[src/hw/rtl/twist_to_base_control_frame_assert.svh]
// Assertion macros shared by the base-control framer RTL.
// Each use expects i_clk and i_rst_n to be visible in the including module.
`ifndef TWIST_TO_BASE_CONTROL_FRAME_ASSERT_SVH
`define TWIST_TO_BASE_CONTROL_FRAME_ASSERT_SVH

// Plain property checked on every clock edge outside reset.
`define TBCF_ASSERT(lbl, prop, msg) \
    lbl: assert property (@(posedge i_clk) disable iff (!i_rst_n) (prop)) \
        else $error(msg);

// Property that must hold in the same cycle whenever the condition is true.
`define TBCF_ASSERT_IMPL(lbl, cond, prop, msg) \
    lbl: assert property (@(posedge i_clk) disable iff (!i_rst_n) (cond) |-> (prop)) \
        else $error(msg);

`endif

[src/hw/rtl/tbcf_pkg.sv]
// Shared types and constants for the base-control frame generator.
// No dependencies; every RTL module imports this package.
package tbcf_pkg;

    // Frame layout.
    localparam int          FRAME_LEN   = 10;
    localparam int          FRAME_IDX_W = 4;
    localparam logic [7:0]  SYNC_0      = 8'hAA;
    localparam logic [7:0]  SYNC_1      = 8'h55;
    localparam logic [7:0]  FRAME_TYPE  = 8'h06;

    // Scale factors of the speed and radius arithmetic.
    localparam int DIV_NUM_W   = 27;
    localparam int DIV_DEN_W   = 16;
    localparam int DIV_QUO_W   = 18;
    localparam int DIV_STEPS   = DIV_QUO_W / 2;
    localparam int DIV_CNT_W   = 4;
    localparam logic [DIV_NUM_W-1:0] RAD_SCALE = DIV_NUM_W'(1000);

    // The wheel-speed term is divided by 2000 as a shift by 4 followed by a
    // reciprocal multiply for the division by 125. The reciprocal is rounded up
    // and stays exact over the whole 27-bit numerator range.
    localparam int SPD_PRE_SHIFT = 4;
    localparam int SPD_MUL_W     = DIV_NUM_W - SPD_PRE_SHIFT;
    localparam int SPD_RCP_W     = 24;
    localparam int SPD_PROD_W    = SPD_MUL_W + SPD_RCP_W;
    localparam int SPD_RCP_SHIFT = 30;
    localparam logic [SPD_RCP_W-1:0] SPD_RECIP = 24'd8589935;

    // Saturation bounds of a 16-bit two's complement value.
    localparam logic [15:0] SAT_POS16 = 16'h7FFF;
    localparam logic [15:0] SAT_NEG16 = 16'h8000;

    // Command queue between front and back.
    localparam int FIFO_DEPTH = 2;
    localparam int FIFO_PTR_W = 1;
    localparam int FIFO_CNT_W = 2;

    // Configuration register indexes (byte address / 4).
    localparam logic [2:0] REG_COMMAND_CODE   = 3'd0;
    localparam logic [2:0] REG_PAYLOAD_LENGTH = 3'd1;
    localparam logic [2:0] REG_WHEEL_BASE_MM  = 3'd2;
    localparam logic [2:0] REG_SPEED_LIMIT    = 3'd3;
    localparam logic [2:0] REG_MIN_TURN_SPEED = 3'd4;

    typedef struct packed {
        logic signed [15:0] linear_mm_s;
        logic signed [15:0] angular_mrad_s;
    } t_in;

    typedef struct packed {
        logic [7:0] frame_byte;
        logic       last_byte;
    } t_out;

    typedef struct packed {
        logic [7:0]  command_code;
        logic [7:0]  payload_length;
        logic [10:0] wheel_base_mm;
        logic [14:0] speed_limit;
        logic [7:0]  min_turn_speed;
    } t_cfg;

    localparam t_cfg CFG_RESET = '{
        command_code:   8'd1,
        payload_length: 8'd4,
        wheel_base_mm:  11'd365,
        speed_limit:    15'd2500,
        min_turn_speed: 8'd10
    };

    typedef enum logic [1:0] {
        K_STRAIGHT,
        K_ROTATE,
        K_GENERAL
    } t_kind;

    // One classified command as it waits in the queue.
    typedef struct packed {
        t_kind                 kind;
        logic                  lin_neg;
        logic                  ang_neg;
        logic [15:0]           abs_lin;
        logic [DIV_NUM_W-1:0]  num_rad;
        logic [DIV_DEN_W-1:0]  den_rad;
        logic [DIV_NUM_W-1:0]  num_spd;
    } t_cmd;

    typedef struct packed {
        logic full;
        logic empty;
    } t_fifo_status;

    typedef struct packed {
        logic                 done;
        logic                 ovf;
        logic [DIV_QUO_W-1:0] quo;
    } t_div_out;

    typedef enum logic {
        S_IDLE,
        S_BUSY
    } t_back_state;

endpackage

[src/hw/rtl/twist_to_base_control_frame.sv]
// A command passes through the queue and the radius divider before its frame is loaded
// into the output register; the checksum byte is the last byte of the frame.
// Throughput is set by the one-byte-per-cycle frame output when the sink does not stall;
// the 9-step radius divider for the next command overlaps the previous frame's bytes.
// A two-entry queue keeps input transactions flowing while a frame drains.
// Reset (synchronous, active low) empties the queue and output, and loads defaults.
module twist_to_base_control_frame (
    input  logic           i_clk,
    input  logic           i_rst_n,
    input  logic           psel,
    input  logic           penable,
    input  logic           pwrite,
    input  logic [4:0]     paddr,
    input  logic [31:0]    pwdata,
    output logic [31:0]    prdata,
    output logic           pready,
    input  logic           i_in_valid,
    output logic           o_in_stall,
    input  tbcf_pkg::t_in  i_in_data,
    output logic           o_out_valid,
    input  logic           i_out_stall,
    output tbcf_pkg::t_out o_out_data
);
    import tbcf_pkg::*;

    t_cfg         r_cfg;
    logic         cfg_wr;
    logic [2:0]   reg_idx;

    logic         push;
    logic         pop;
    t_cmd         front_cmd;
    t_cmd         head_cmd;
    t_fifo_status fifo_st;

    assign pready  = 1'b1;
    assign reg_idx = paddr[4:2];
    assign cfg_wr  = psel && penable && pwrite && pready;

    always_ff @(posedge i_clk) begin
        if (!i_rst_n) begin
            r_cfg <= CFG_RESET;
        end else if (cfg_wr) begin
            case (reg_idx)
                REG_COMMAND_CODE:   r_cfg.command_code   <= pwdata[7:0];
                REG_PAYLOAD_LENGTH: r_cfg.payload_length <= pwdata[7:0];
                REG_WHEEL_BASE_MM:  r_cfg.wheel_base_mm  <= pwdata[10:0];
                REG_SPEED_LIMIT:    r_cfg.speed_limit    <= pwdata[14:0];
                REG_MIN_TURN_SPEED: r_cfg.min_turn_speed <= pwdata[7:0];
                default: begin
                end
            endcase
        end
    end

    always_comb begin
        case (reg_idx)
            REG_COMMAND_CODE:   prdata = {24'd0, r_cfg.command_code};
            REG_PAYLOAD_LENGTH: prdata = {24'd0, r_cfg.payload_length};
            REG_WHEEL_BASE_MM:  prdata = {21'd0, r_cfg.wheel_base_mm};
            REG_SPEED_LIMIT:    prdata = {17'd0, r_cfg.speed_limit};
            REG_MIN_TURN_SPEED: prdata = {24'd0, r_cfg.min_turn_speed};
            default:            prdata = '0;
        endcase
    end

    tbcf_front u_front (
        .i_in_valid      (i_in_valid),
        .i_in_data       (i_in_data),
        .i_wheel_base_mm (r_cfg.wheel_base_mm),
        .i_fifo          (fifo_st),
        .o_in_stall      (o_in_stall),
        .o_push          (push),
        .o_cmd           (front_cmd)
    );

    tbcf_fifo u_fifo (
        .i_clk    (i_clk),
        .i_rst_n  (i_rst_n),
        .i_push   (push),
        .i_data   (front_cmd),
        .i_pop    (pop),
        .o_data   (head_cmd),
        .o_status (fifo_st)
    );

    tbcf_back u_back (
        .i_clk       (i_clk),
        .i_rst_n     (i_rst_n),
        .i_cfg       (r_cfg),
        .i_cmd       (head_cmd),
        .i_fifo      (fifo_st),
        .i_out_stall (i_out_stall),
        .o_pop       (pop),
        .o_out_valid (o_out_valid),
        .o_out_data  (o_out_data)
    );

endmodule

[src/hw/rtl/tbcf_div.sv]
// Iterative restoring divider, two quotient bits per cycle.
// Depends on tbcf_pkg and the shared assertion header.
`include "twist_to_base_control_frame_assert.svh"

module tbcf_div (
    input  logic                           i_clk,
    input  logic                           i_rst_n,
    input  logic                           i_start,
    input  logic [tbcf_pkg::DIV_NUM_W-1:0] i_num,
    input  logic [tbcf_pkg::DIV_DEN_W-1:0] i_den,
    output tbcf_pkg::t_div_out             o_res
);
    import tbcf_pkg::*;

    localparam int DIV_LAT = DIV_STEPS + 1;

    logic [DIV_DEN_W-1:0] r_den;
    logic [DIV_DEN_W-1:0] r_rem;
    logic [DIV_QUO_W-1:0] r_quo;
    logic [DIV_CNT_W-1:0] r_cnt;
    logic                 r_done;
    logic                 r_ovf;

    logic [DIV_DEN_W:0]   d_ext;
    logic [DIV_DEN_W:0]   t1;
    logic [DIV_DEN_W:0]   t2;
    logic                 ge1;
    logic                 ge2;
    logic [DIV_DEN_W-1:0] rem1;
    logic [DIV_DEN_W-1:0] n_rem;
    logic [DIV_QUO_W-1:0] quo1;
    logic [DIV_QUO_W-1:0] n_quo;
    logic [DIV_DEN_W-1:0] num_top;

    // The numerator bits above the quotient seed the remainder; if they already
    // reach the divisor the quotient does not fit and the overflow flag is set.
    assign num_top = DIV_DEN_W'(i_num[DIV_NUM_W-1:DIV_QUO_W]);

    always_comb begin
        d_ext = {1'b0, r_den};
        t1    = {r_rem, r_quo[DIV_QUO_W-1]};
        ge1   = (t1 >= d_ext);
        rem1  = ge1 ? DIV_DEN_W'(t1 - d_ext) : t1[DIV_DEN_W-1:0];
        quo1  = {r_quo[DIV_QUO_W-2:0], ge1};
        t2    = {rem1, quo1[DIV_QUO_W-1]};
        ge2   = (t2 >= d_ext);
        n_rem = ge2 ? DIV_DEN_W'(t2 - d_ext) : t2[DIV_DEN_W-1:0];
        n_quo = {quo1[DIV_QUO_W-2:0], ge2};
    end

    always_ff @(posedge i_clk) begin
        if (!i_rst_n) begin
            r_cnt  <= '0;
            r_done <= 1'b0;
        end else if (i_start) begin
            r_cnt  <= DIV_CNT_W'(DIV_STEPS);
            r_done <= 1'b0;
        end else if (r_cnt != '0) begin
            r_cnt <= r_cnt - 1'b1;
            if (r_cnt == DIV_CNT_W'(1)) begin
                r_done <= 1'b1;
            end
        end
    end

    always_ff @(posedge i_clk) begin
        if (i_start) begin
            r_den <= i_den;
            r_rem <= num_top;
            r_quo <= i_num[DIV_QUO_W-1:0];
            r_ovf <= (num_top >= i_den);
        end else if (r_cnt != '0) begin
            r_rem <= n_rem;
            r_quo <= n_quo;
        end
    end

    assign o_res.done = r_done;
    assign o_res.ovf  = r_ovf;
    assign o_res.quo  = r_quo;

    `TBCF_ASSERT(a_div_latency, i_start |-> ##DIV_LAT r_done, "divider finished late")
    `TBCF_ASSERT_IMPL(a_div_no_restart, r_cnt != '0, !i_start, "divider restarted while busy")

endmodule

[src/hw/rtl/tbcf_fifo.sv]
// Short command queue between the classifying front and the framing back.
// Depends on tbcf_pkg and the shared assertion header.
`include "twist_to_base_control_frame_assert.svh"

module tbcf_fifo (
    input  logic                   i_clk,
    input  logic                   i_rst_n,
    input  logic                   i_push,
    input  tbcf_pkg::t_cmd         i_data,
    input  logic                   i_pop,
    output tbcf_pkg::t_cmd         o_data,
    output tbcf_pkg::t_fifo_status o_status
);
    import tbcf_pkg::*;

    t_cmd                  r_mem [FIFO_DEPTH];
    logic [FIFO_PTR_W-1:0] r_wr;
    logic [FIFO_PTR_W-1:0] r_rd;
    logic [FIFO_CNT_W-1:0] r_count;

    always_ff @(posedge i_clk) begin
        if (!i_rst_n) begin
            r_wr    <= '0;
            r_rd    <= '0;
            r_count <= '0;
        end else begin
            if (i_push) begin
                r_wr <= (r_wr == FIFO_PTR_W'(FIFO_DEPTH - 1)) ? '0 : r_wr + 1'b1;
            end
            if (i_pop) begin
                r_rd <= (r_rd == FIFO_PTR_W'(FIFO_DEPTH - 1)) ? '0 : r_rd + 1'b1;
            end
            if (i_push && !i_pop) begin
                r_count <= r_count + 1'b1;
            end else if (i_pop && !i_push) begin
                r_count <= r_count - 1'b1;
            end
        end
    end

    always_ff @(posedge i_clk) begin
        if (i_push) begin
            r_mem[r_wr] <= i_data;
        end
    end

    assign o_data         = r_mem[r_rd];
    assign o_status.full  = (r_count == FIFO_CNT_W'(FIFO_DEPTH));
    assign o_status.empty = (r_count == '0);

    `TBCF_ASSERT_IMPL(a_fifo_no_overrun, r_count == FIFO_CNT_W'(FIFO_DEPTH), !i_push,
                      "push into a full command queue")
    `TBCF_ASSERT_IMPL(a_fifo_no_underrun, r_count == '0, !i_pop,
                      "pop from an empty command queue")

endmodule

[src/hw/rtl/tbcf_front.sv]
// Input side: accepts velocity commands, classifies them and prepares the
// divider operands for the back end. Depends on tbcf_pkg.
module tbcf_front (
    input  logic                   i_in_valid,
    input  tbcf_pkg::t_in          i_in_data,
    input  logic [10:0]            i_wheel_base_mm,
    input  tbcf_pkg::t_fifo_status i_fifo,
    output logic                   o_in_stall,
    output logic                   o_push,
    output tbcf_pkg::t_cmd         o_cmd
);
    import tbcf_pkg::*;

    logic [15:0]          lin_u;
    logic [15:0]          ang_u;
    logic                 lin_neg;
    logic                 ang_neg;
    logic [15:0]          abs_lin;
    logic [15:0]          abs_ang;
    logic [DIV_NUM_W-1:0] lin_scaled;
    logic [DIV_NUM_W-1:0] wb_ang;

    assign o_in_stall = i_fifo.full;
    assign o_push     = i_in_valid && !i_fifo.full;

    always_comb begin
        lin_u      = i_in_data.linear_mm_s;
        ang_u      = i_in_data.angular_mrad_s;
        lin_neg    = lin_u[15];
        ang_neg    = ang_u[15];
        abs_lin    = lin_neg ? (~lin_u + 16'd1) : lin_u;
        abs_ang    = ang_neg ? (~ang_u + 16'd1) : ang_u;
        lin_scaled = DIV_NUM_W'(abs_lin) * RAD_SCALE;
        wb_ang     = DIV_NUM_W'(i_wheel_base_mm) * DIV_NUM_W'(abs_ang);

        o_cmd.lin_neg = lin_neg;
        o_cmd.ang_neg = ang_neg;
        o_cmd.abs_lin = abs_lin;
        o_cmd.num_rad = lin_scaled;
        o_cmd.den_rad = abs_ang;
        o_cmd.num_spd = wb_ang;

        // A tiny forward speed against a large yaw rate is sent as a turn in place.
        if (abs_ang == '0) begin
            o_cmd.kind = K_STRAIGHT;
        end else if (abs_lin == '0 || lin_scaled <= DIV_NUM_W'(abs_ang)) begin
            o_cmd.kind = K_ROTATE;
        end else begin
            o_cmd.kind = K_GENERAL;
        end
    end

endmodule

[src/hw/rtl/tbcf_back.sv]
// Back end: runs the radius and wheel-speed divisions, applies saturation and
// limits, and serializes the ten-byte frame. Depends on tbcf_pkg and tbcf_div.
`include "twist_to_base_control_frame_assert.svh"

module tbcf_back (
    input  logic                   i_clk,
    input  logic                   i_rst_n,
    input  tbcf_pkg::t_cfg         i_cfg,
    input  tbcf_pkg::t_cmd         i_cmd,
    input  tbcf_pkg::t_fifo_status i_fifo,
    input  logic                   i_out_stall,
    output logic                   o_pop,
    output logic                   o_out_valid,
    output tbcf_pkg::t_out         o_out_data
);
    import tbcf_pkg::*;

    localparam logic [FRAME_IDX_W-1:0] LAST_IDX = FRAME_IDX_W'(FRAME_LEN - 1);

    t_back_state            r_state;
    t_back_state            n_state;
    t_cmd                   r_cmd;
    logic [7:0]             r_frame [FRAME_LEN];
    logic [7:0]             n_frame [FRAME_LEN];
    logic                   r_valid;
    logic [FRAME_IDX_W-1:0] r_idx;

    t_div_out               div_rad;
    logic [SPD_PROD_W-1:0]  spd_prod;
    logic [DIV_QUO_W-1:0]   r_spd_quo;

    logic                   take;
    logic                   ser_free;
    logic                   handoff;

    logic [15:0]            radius;
    logic [15:0]            speed;
    logic [DIV_QUO_W-1:0]   mag;
    logic                   spd_neg;
    logic                   rad_neg;
    logic [15:0]            sat_mag;
    logic [15:0]            lim16;
    logic [15:0]            lim_mag;
    logic [15:0]            mn16;
    logic                   lift;
    logic [7:0]             len;
    logic [7:0]             csum;

    tbcf_div u_div_rad (
        .i_clk   (i_clk),
        .i_rst_n (i_rst_n),
        .i_start (o_pop),
        .i_num   (i_cmd.num_rad),
        .i_den   (i_cmd.den_rad),
        .o_res   (div_rad)
    );

    // The taken command is registered in r_cmd and the wheel-speed quotient from it
    // in r_spd_quo, so the quotient settles long before the radius divider finishes.
    assign spd_prod = SPD_PROD_W'(r_cmd.num_spd[DIV_NUM_W-1:SPD_PRE_SHIFT])
                    * SPD_PROD_W'(SPD_RECIP);

    // Controller outputs.
    always_comb begin
        take     = r_valid && !i_out_stall;
        ser_free = !r_valid || (take && r_idx == LAST_IDX);
        handoff  = (r_state == S_BUSY) && div_rad.done && ser_free;
        o_pop    = !i_fifo.empty && ((r_state == S_IDLE) || handoff);
    end

    // Controller next state.
    always_comb begin
        unique case (r_state)
            S_IDLE: begin
                n_state = o_pop ? S_BUSY : S_IDLE;
            end
            S_BUSY: begin
                n_state = (handoff && !o_pop) ? S_IDLE : S_BUSY;
            end
            default: begin
                n_state = S_IDLE;
            end
        endcase
    end

    // Speed and radius from the division results.
    always_comb begin
        rad_neg = r_cmd.lin_neg ^ r_cmd.ang_neg;
        unique case (r_cmd.kind)
            K_ROTATE: begin
                radius  = 16'd1;
                mag     = r_spd_quo;
                spd_neg = r_cmd.ang_neg;
            end
            K_GENERAL: begin
                if (rad_neg) begin
                    radius = (div_rad.ovf || div_rad.quo > DIV_QUO_W'(SAT_NEG16))
                           ? SAT_NEG16 : (~div_rad.quo[15:0] + 16'd1);
                end else begin
                    radius = (div_rad.ovf || div_rad.quo > DIV_QUO_W'(SAT_POS16))
                           ? SAT_POS16 : div_rad.quo[15:0];
                end
                mag     = DIV_QUO_W'(r_cmd.abs_lin) + r_spd_quo;
                spd_neg = r_cmd.lin_neg;
            end
            default: begin
                radius  = '0;
                mag     = DIV_QUO_W'(r_cmd.abs_lin);
                spd_neg = r_cmd.lin_neg;
            end
        endcase

        if (spd_neg) begin
            sat_mag = (mag > DIV_QUO_W'(SAT_NEG16)) ? SAT_NEG16 : mag[15:0];
        end else begin
            sat_mag = (mag > DIV_QUO_W'(SAT_POS16)) ? SAT_POS16 : mag[15:0];
        end
        lim16   = {1'b0, i_cfg.speed_limit};
        lim_mag = (sat_mag > lim16) ? lim16 : sat_mag;
        mn16    = {8'd0, i_cfg.min_turn_speed};

        // A turn in place never goes slower than the minimum; zero turns backward.
        lift = (radius == 16'd1) && (lim_mag < mn16);
        if (lift) begin
            speed = (spd_neg || lim_mag == '0) ? (~mn16 + 16'd1) : mn16;
        end else begin
            speed = spd_neg ? (~lim_mag + 16'd1) : lim_mag;
        end
    end

    // Frame assembly. The checksum span shrinks with a short payload length.
    always_comb begin
        len  = i_cfg.payload_length;
        csum = FRAME_TYPE ^ i_cfg.command_code ^ len;
        if (len >= 8'd1) begin
            csum = csum ^ speed[7:0];
        end
        if (len >= 8'd2) begin
            csum = csum ^ speed[15:8];
        end
        if (len >= 8'd3) begin
            csum = csum ^ radius[7:0];
        end
        if (len >= 8'd4) begin
            csum = csum ^ radius[15:8];
        end
        n_frame[0] = SYNC_0;
        n_frame[1] = SYNC_1;
        n_frame[2] = FRAME_TYPE;
        n_frame[3] = i_cfg.command_code;
        n_frame[4] = len;
        n_frame[5] = speed[7:0];
        n_frame[6] = speed[15:8];
        n_frame[7] = radius[7:0];
        n_frame[8] = radius[15:8];
        n_frame[9] = csum;
    end

    always_ff @(posedge i_clk) begin
        if (!i_rst_n) begin
            r_state <= S_IDLE;
            r_valid <= 1'b0;
            r_idx   <= '0;
        end else begin
            r_state <= n_state;
            if (handoff) begin
                r_valid <= 1'b1;
                r_idx   <= '0;
            end else if (take) begin
                if (r_idx == LAST_IDX) begin
                    r_valid <= 1'b0;
                end else begin
                    r_idx <= r_idx + 1'b1;
                end
            end
        end
    end

    always_ff @(posedge i_clk) begin
        if (o_pop) begin
            r_cmd <= i_cmd;
        end
        r_spd_quo <= DIV_QUO_W'(spd_prod >> SPD_RCP_SHIFT);
        if (handoff) begin
            r_frame <= n_frame;
        end
    end

    assign o_out_valid          = r_valid;
    assign o_out_data.frame_byte = r_frame[r_idx];
    assign o_out_data.last_byte  = (r_idx == LAST_IDX);

    `TBCF_ASSERT(a_back_out_hold, r_valid && i_out_stall |=> r_valid && $stable(r_idx),
                 "stalled frame byte changed")
    `TBCF_ASSERT_IMPL(a_back_idx_range, r_valid, r_idx <= LAST_IDX,
                      "frame byte index past the checksum byte")

endmodule
[config.mk]
export PLATFORM = sky130hd
export DESIGN_NAME = twist_to_base_control_frame
export DESIGN_NICKNAME = d
export VERILOG_FILES = /design/src/hw/rtl/tbcf_pkg.sv /design/src/hw/rtl/twist_to_base_control_frame.sv /design/src/hw/rtl/tbcf_div.sv /design/src/hw/rtl/tbcf_fifo.sv /design/src/hw/rtl/tbcf_front.sv /design/src/hw/rtl/tbcf_back.sv
export VERILOG_INCLUDE_DIRS = /design/src /design/src/hw/rtl
export SDC_FILE = /design/constraint.sdc
export NUM_CORES = 2
export LEC_CHECK = 0
export BUFFER_PORTS_ARGS = -buffer_cell sky130_fd_sc_hd__buf_2
export CAP_MARGIN = 0
export CORE_AREA = 4 4 286 288
export DETAILED_ROUTE_END_ITERATION = 12
export DIE_AREA = 0 0 290 292
export PLACE_DENSITY = 0.77
export SLEW_MARGIN = 5
export SYNTH_ARGS = -nofsm -noshare
export SYNTH_HDL_FRONTEND = slang
export SYNTH_HIERARCHICAL = 1
export SYNTH_SLANG_ARGS = --single-unit
export TNS_END_PERCENT = 50
[constraint.sdc]
create_clock -name i_clk -period 8.1 [get_ports i_clk]
set_clock_uncertainty 0.05 [all_clocks]
set_input_delay 1.215 -clock i_clk [delete_from_list [all_inputs] [get_ports i_clk]]
set_output_delay 1.215 -clock i_clk [all_outputs]
set_load 0.02 [all_outputs]
## Yosys cells after proc, flatten, opt, wreduce, memory -nomap -nowiden

Memory sizes are Yosys's and may differ from the RTL's. A register that Yosys moved wholly into a read port is not among the register bits.
Index checks and enable logic that the tools add are counted.

- Flip-flop bits (word level): 236
- RAM bits: 172
- Input bits: 76
- Word-level logic and storage cells: 182
- Memories: 1

- Add/subtract/negate cells: 14
- Multipliers: 3
- Magnitude comparators: 15
- Equality and inequality tests: 10
- Muxes and demuxes: 47
- Bitwise operators: 16
- Reduce and logical (&&, ||, !) cells: 44

Memories:

| name | depth | width | read ports | clocked after Yosys merged registers in | wr ports | RTL line | source |
|---|---|---|---|---|---|---|---|
| u_fifo.r_mem | 2 | 86 | 1 | 1 | 1 | tbcf_fifo.sv:16 | `t_cmd r_mem [FIFO_DEPTH];` |

Operators with widths:

| operator | number |
|---|---|
| $mux 16 | 14 |
| $add 16x1->16 const B | 5 |
| $pmux 15 s5 | 1 |
| $not 16->16 | 4 |
| $logic_not 16->1 | 3 |
| $mux 8 | 6 |
| $mul 23x24->47 const B | 1 |
| $xor 8x8->8 | 5 |
| $gt 18x15->1 const B | 2 |
| $gt 18x16->1 const B | 2 |
| $mux 18 | 2 |
| $pmux 18 s2 | 1 |
| $ge 17x16->1 | 2 |
| $bmux 8 s4 | 1 |
| $pmux 16 s2 | 1 |
| $sub 16x16->16 | 2 |
| $mul 11x16->27 | 1 |
| $le 26x16->1 | 1 |
| $mul 16x7->23 const B | 1 |
| $add 16x17->18 | 1 |
| $mux 9 | 2 |
| $eq 16x1->1 const B | 1 |
| $ge 8x2->1 const B | 2 |
| $ge 9x16->1 | 1 |
| 35 further kinds | 87 |

## Longest topological paths before layout

- Depth in word-level cells: 19
- Mapped depth: 38

## Modules after synthesis

The synthesis kept the hierarchy.

Modules (own cells, without submodules):

| module | times used | cells each | area each (µm²) |
|---|---|---|---|
| tbcf_back | 1 | 1610 | 16026.6 |
| tbcf_front | 1 | 1142 | 9589.2 |
| tbcf_fifo | 1 | 302 | 6746.5 |
| tbcf_div | 1 | 445 | 4431.8 |
| twist_to_base_control_frame | 1 | 271 | 2494.9 |

## Least setup slack after synthesis

No wires, ideal clock.

- Path type: reg2reg
- Start point: register u_back/r_cmd[70] (netlist bit)
- End point: register u_back/r_frame[0] (netlist bit), data pin
- Library setup time: 259 ps
- Data arrival time: 7835 ps
- Data required time: 7791 ps
- Path slack: -44 ps
- Cell stages (with the launch flop): 35
- Period minus slack after synthesis: 8144 ps
- Cells stage by stage: edfxtp_1 ha_1 inv_1 fa_1 and2b_1 o2111ai_1 a311oi_2 o2111ai_1 and2_2 o31a_1 nor2_1 clkbuf_1 o21ai_0 ha_1 a2111oi_0 o21ai_0 a21oi_1 a211oi_1 a21oi_1 and2_1 a2bb2oi_1 ha_1 a21oi_1 nor2b_1 or4_1 nor4_1 and4b_1 or4b_1 or2_1 buf_6 mux2_4 xnor2_1 o211ai_1 o211ai_2 xnor2_1

- Longest elaborated chain between the ends: 19

Ends and longest elaborated chain:

| element | RTL line | source |
|---|---|---|
| from (decl) | tbcf_back.sv:22 | `t_cmd r_cmd;` |
| from (signal assigned) | tbcf_back.sv:181 | `r_cmd <= i_cmd;` |
| $add 16x17->18 | tbcf_back.sv:103 | `mag = DIV_QUO_W'(r_cmd.abs_lin) + r_spd_quo;` |
| $pmux 18 s2 (*) | tbcf_back.sv:89 | `unique case (r_cmd.kind)` |
| $gt 18x15->1 / $gt 18x16->1 (equally long branches) | tbcf_back.sv:116, tbcf_back.sv:114 |  |
| $mux 16, on equally long branches | tbcf_back.sv:116, tbcf_back.sv:114 |  |
| $mux 16 (*) | tbcf_back.sv:113 | `if (spd_neg) begin` |
| $gt 16x15->1 | tbcf_back.sv:119 | `lim_mag = (sat_mag > lim16) ? lim16 : sat_mag;` |
| $mux 16 (*) | tbcf_back.sv:119 |  |
| $not 16->16 / $logic_not 16->1 (equally long branches) | tbcf_back.sv:127, tbcf_back.sv:125 |  |
| [... 4 more ...] | n/a |  |
| $mux 8 | tbcf_back.sv:135 | `if (len >= 8'd1) begin` |
| $xor 8x8->8 | tbcf_back.sv:139 | `csum = csum ^ speed[15:8];` |
| $mux 8 (*) | tbcf_back.sv:138 | `if (len >= 8'd2) begin` |
| $xor 8x8->8 | tbcf_back.sv:142 | `csum = csum ^ radius[7:0];` |
| $mux 8 (*) | tbcf_back.sv:141 | `if (len >= 8'd3) begin` |
| $xor 8x8->8 | tbcf_back.sv:145 | `csum = csum ^ radius[15:8];` |
| $mux 8 (*) | tbcf_back.sv:144 | `if (len >= 8'd4) begin` |
| named net u_back.csum[0] | tbcf_back.sv:47 | `logic [7:0] csum;` |
| to (signal assigned) | tbcf_back.sv:185 | `r_frame <= n_frame;` |
| to (decl) | tbcf_back.sv:23 | `logic [7:0] r_frame [FRAME_LEN];` |

The timed path passes the listed nets; every way through them passes the cells marked *.
A chain may end at the register's enable or synchronous reset.

## Worst setup path in the final report

Same ends and word-level chain as after synthesis.

==> impl_summary.md <==
Drt
The first detailed-routing pass ran for 6 iterations. The count of nets left with antenna violations after detail routing is 0. In this run, the number of DRC markers left after iteration 0 of detailed routing was between 2k and 2.5k. For this run, design rule violations remaining after detail routing come to 0.

The routed design has a little under 100 mm of wire. In the routed layout, each cell is associated on average with a via count of roughly 5.6. The final routed wire length divided by cell count is about 19 um. For this block, the via count after detailed routing is ~28k.

Global route
The initial antenna violation count is 4. For this run, the total global-route usage over all layers was measured as 0.2245. The remaining global-route overflow is 0. The maximum number of pins on one net before global-route repair is approximately 80.

The wire length of the first global-routing pass is 153.9 mm. The via count of the first global-routing pass came to 28.91k.

Timing
The shortest clock period the worst path allows after layout is slightly above 8 ns. The max-slew violation count is 0. The final-layout setup total negative slack is -0.4537 ns. In the post-route analysis, the smallest setup slack over all paths is -0.1541 ns. The setup violation total in the final timing report is 6.

Derived from the worst setup path, the maximum achievable clock frequency is 121.2 MHz. The headroom to the max-slew limit is 0.1203. The post-route clock period utilization is 1.019. For the pin with the worst max-slew slack, the measured transition is about 1.3 ns. The number of hold-slack violations in the final timing report came to 0.

Setup repair after global routing could not meet its margin everywhere.

Floorplan
For this design the top-level I/O count stands at 120. The number of core rows is between 100 and 150. The total die area is between 80,000 and 90,000 um2.

The initial core utilization is 0.4944. The region available for standard cell placement spans 78,870 um2. The chip height is 292 um. The floorplan die width is around 290 um.

Finish
The final non-filler cell total is around 5.1k. The synthesis-to-layout area growth is 11.34%. The layout has around 6.7k filler cells.

The number of nets in the finished design is between 4k and 5k. The fraction of layout instances using a drive strength above 1 is 0.1481. The repair_antennas step left the layout with diodes totalling 0.

Worst setup path
Data on the critical path is required at its endpoint by 8.37 ns. Along the worst path, the maximum fanout reaches 5. The worst setup path is launched from a flip-flop. The worst reg-to-reg path cell count is 37.

The slack of the worst reg-to-reg path is -0.15 ns. The worst setup path is of the flip-flop to flip-flop kind. The worst setup path is captured at a flip-flop. The longest individual stage delay on the worst path is about 0.5 ns.

The startpoint identified for the worst register-to-register timing path is u_back/r_cmd[70]. The end of the worst register-to-register path is u_back/r_frame[0]. For this design, the slowest cell found on the critical path is sky130_fd_sc_hd__or4b_4. The data arrival time of the critical path is between 8 and 9 ns.

Clocking
The number of hold buffers added after CTS was 0. The buffer levels on the longest clock path is 3. The CTS tree is yes. Clock latency on the worst-skew pair, taken at its later pin, is around 0.57 ns.

The number of sinks handled by clock tree synthesis is 405. After clock tree synthesis, the clock-pin slew on the worst setup and hold paths is around 0.060 ns. In this run, CTS created clock tree buffers numbering between 40 and 50. The H-tree was split into 2 levels.

In this run the clock root is driven by a sky130_fd_sc_hd__clkbuf_16.

Place
The worst setup timing slack at the placement stage is -0.4212 ns. The placed instance count is between 4k and 5k. The final estimated routing congestion in global placement is 0.9287.

Once detailed placement completed, the half-perimeter wirelength came to slightly below 80 mm. The number of port buffers is 82.

Run status
The final reports fail on setup timing. The flow ran to the end, but the final reports show violations.

Worst hold path
The type of the most critical hold path is flip-flop to flip-flop. The beginning of the worst hold path is u_fifo/r_count[1]. The number of stages on the worst hold path is 2.

The worst hold path endpoint is u_fifo/r_count[1].

Yosys
The number of cells produced by synthesis is approximately 3.8k. The mapped netlist covers between 30,000 and 40,000 um2. A synthesized cell averages around 10 um2. The number of warnings printed during yosys synthesis is 6.

Job
Max-cap violations in this run came to 0.
metrics by stage:
stage | util | hold slack [ns] | instance area [um2]
after CTS | 0.5474 | 0.4551 | 43180
after detailed placement | 0.5269 | 0.4476 | 41560
final | 0.5505 | 0.4508 | 43420
after global placement | 0.5269 | 0.4330 | 41560
after floorplan | - | 0.3880 | 39070
after global routing | 0.5505 | 0.4812 | 43420
worst max path at each step:
| stage | end | slack [ns] | from |
|---|---|---|---|
| 2_1_floorplan | u_back/r_frame[0] | 0.05 | u_back/r_cmd[70] |
| 3_3_place_gp | u_back/r_frame[0] | -0.33 | u_back/r_cmd[70] |
| 3_5_place_dp | u_back/r_frame[6] | -0.42 | u_back/r_cmd[70] |
| 4_1_cts | u_back/r_frame[3] | -0.06 | u_back/r_cmd[70] |
| 5_1_grt | u_back/r_frame[3] | -0.50 | u_back/r_cmd[76] |
| 6_report | u_back/r_frame[0] | -0.15 | u_back/r_cmd[70] |
per-layer routing:
layer	vias to the layer above	track usage	wire length, um
met1	14021	0.2876	39160
met4	0	0.07221	3146
met2	915	0.3988	48890
li1	13375	-	-
met5	-	0	0
met3	187	0.02556	5800
state kept, by name, indices dropped and copies added (netlist names), named ones only:
register,cells
u_back/u_div_rad/r_ovf,1
u_fifo/r_mem,172
u_back/u_div_rad/r_done,1
u_back/r_cmd,43
u_fifo/r_wr,1
u_back/u_div_rad/r_quo,18
u_fifo/r_count,2
u_back/r_idx,4
u_fifo/r_rd,1
u_back/u_div_rad/r_den,16
u_back/r_frame,56
u_back/u_div_rad/r_cnt,4
u_back/o_out_valid,1
u_back/u_div_rad/r_rem,16
u_back/r_spd_quo,17
r_cfg,50
u_back/r_state,1
placed cells by master, fill, tap and decap left out, types with 27 or more instances in the layout:
master                      instances
sky130_fd_sc_hd__xor2_1            42
sky130_fd_sc_hd__nand3_1           39
sky130_fd_sc_hd__mux2_2           119
sky130_fd_sc_hd__nand2b_1          33
sky130_fd_sc_hd__a21o_1            47
sky130_fd_sc_hd__inv_1            584
sky130_fd_sc_hd__o22ai_1           27
sky130_fd_sc_hd__mux2i_1           87
sky130_fd_sc_hd__a21oi_1          138
sky130_fd_sc_hd__ha_1             460
sky130_fd_sc_hd__nand2_1          255
sky130_fd_sc_hd__nor3_1            54
sky130_fd_sc_hd__a211oi_1          31
sky130_fd_sc_hd__dfxtp_1           89
sky130_fd_sc_hd__buf_2             82
sky130_fd_sc_hd__and3_1            30
sky130_fd_sc_hd__and2_1            85
sky130_fd_sc_hd__buf_4            201
sky130_fd_sc_hd__nor2b_1           36
sky130_fd_sc_hd__o211ai_1          28
sky130_fd_sc_hd__clkbuf_16         46
sky130_fd_sc_hd__xnor2_1          110
sky130_fd_sc_hd__nor2_1           164
sky130_fd_sc_hd__o21ai_0           87
sky130_fd_sc_hd__fa_1             330
sky130_fd_sc_hd__o21a_1            31
sky130_fd_sc_hd__edfxtp_1         315
worst max-delay path: cells and delay by family (launching register included):
kind	cells	cell delay [ns]
AOI/OAI and AO/OA	12	2.46
xor gates and xnor gates	3	0.35
adders and majority gates	4	0.95
buffers and inverters	4	0.59
DFF	1	0.40
muxes	1	0.33
and+or+nand+nor	13	2.88
final cells by class:
cell class	instances	area [um2]	area share
Clock buffer	59	1220	0.02810
Timing Repair Buffer	292	2056	0.04735
Sequential cell	405	11260	0.2594
Multi-Input combinational cell	2649	25130	0.5788
Clock inverter	20	229.0	0.005273
Tap cell	1050	1314	0.03026
Inverter	587	2203	0.05075
repair_timing:
item                       4_1_cts  5_1_grt
setup buffers                    5       10
pin swaps                       22       23
cloned                           1        1
setup endpoints to repair       15       25
resized for setup               33       34
Power is not shown: default switching activity piles up to over one toggle a cycle in this logic, so the estimate is an artifact.
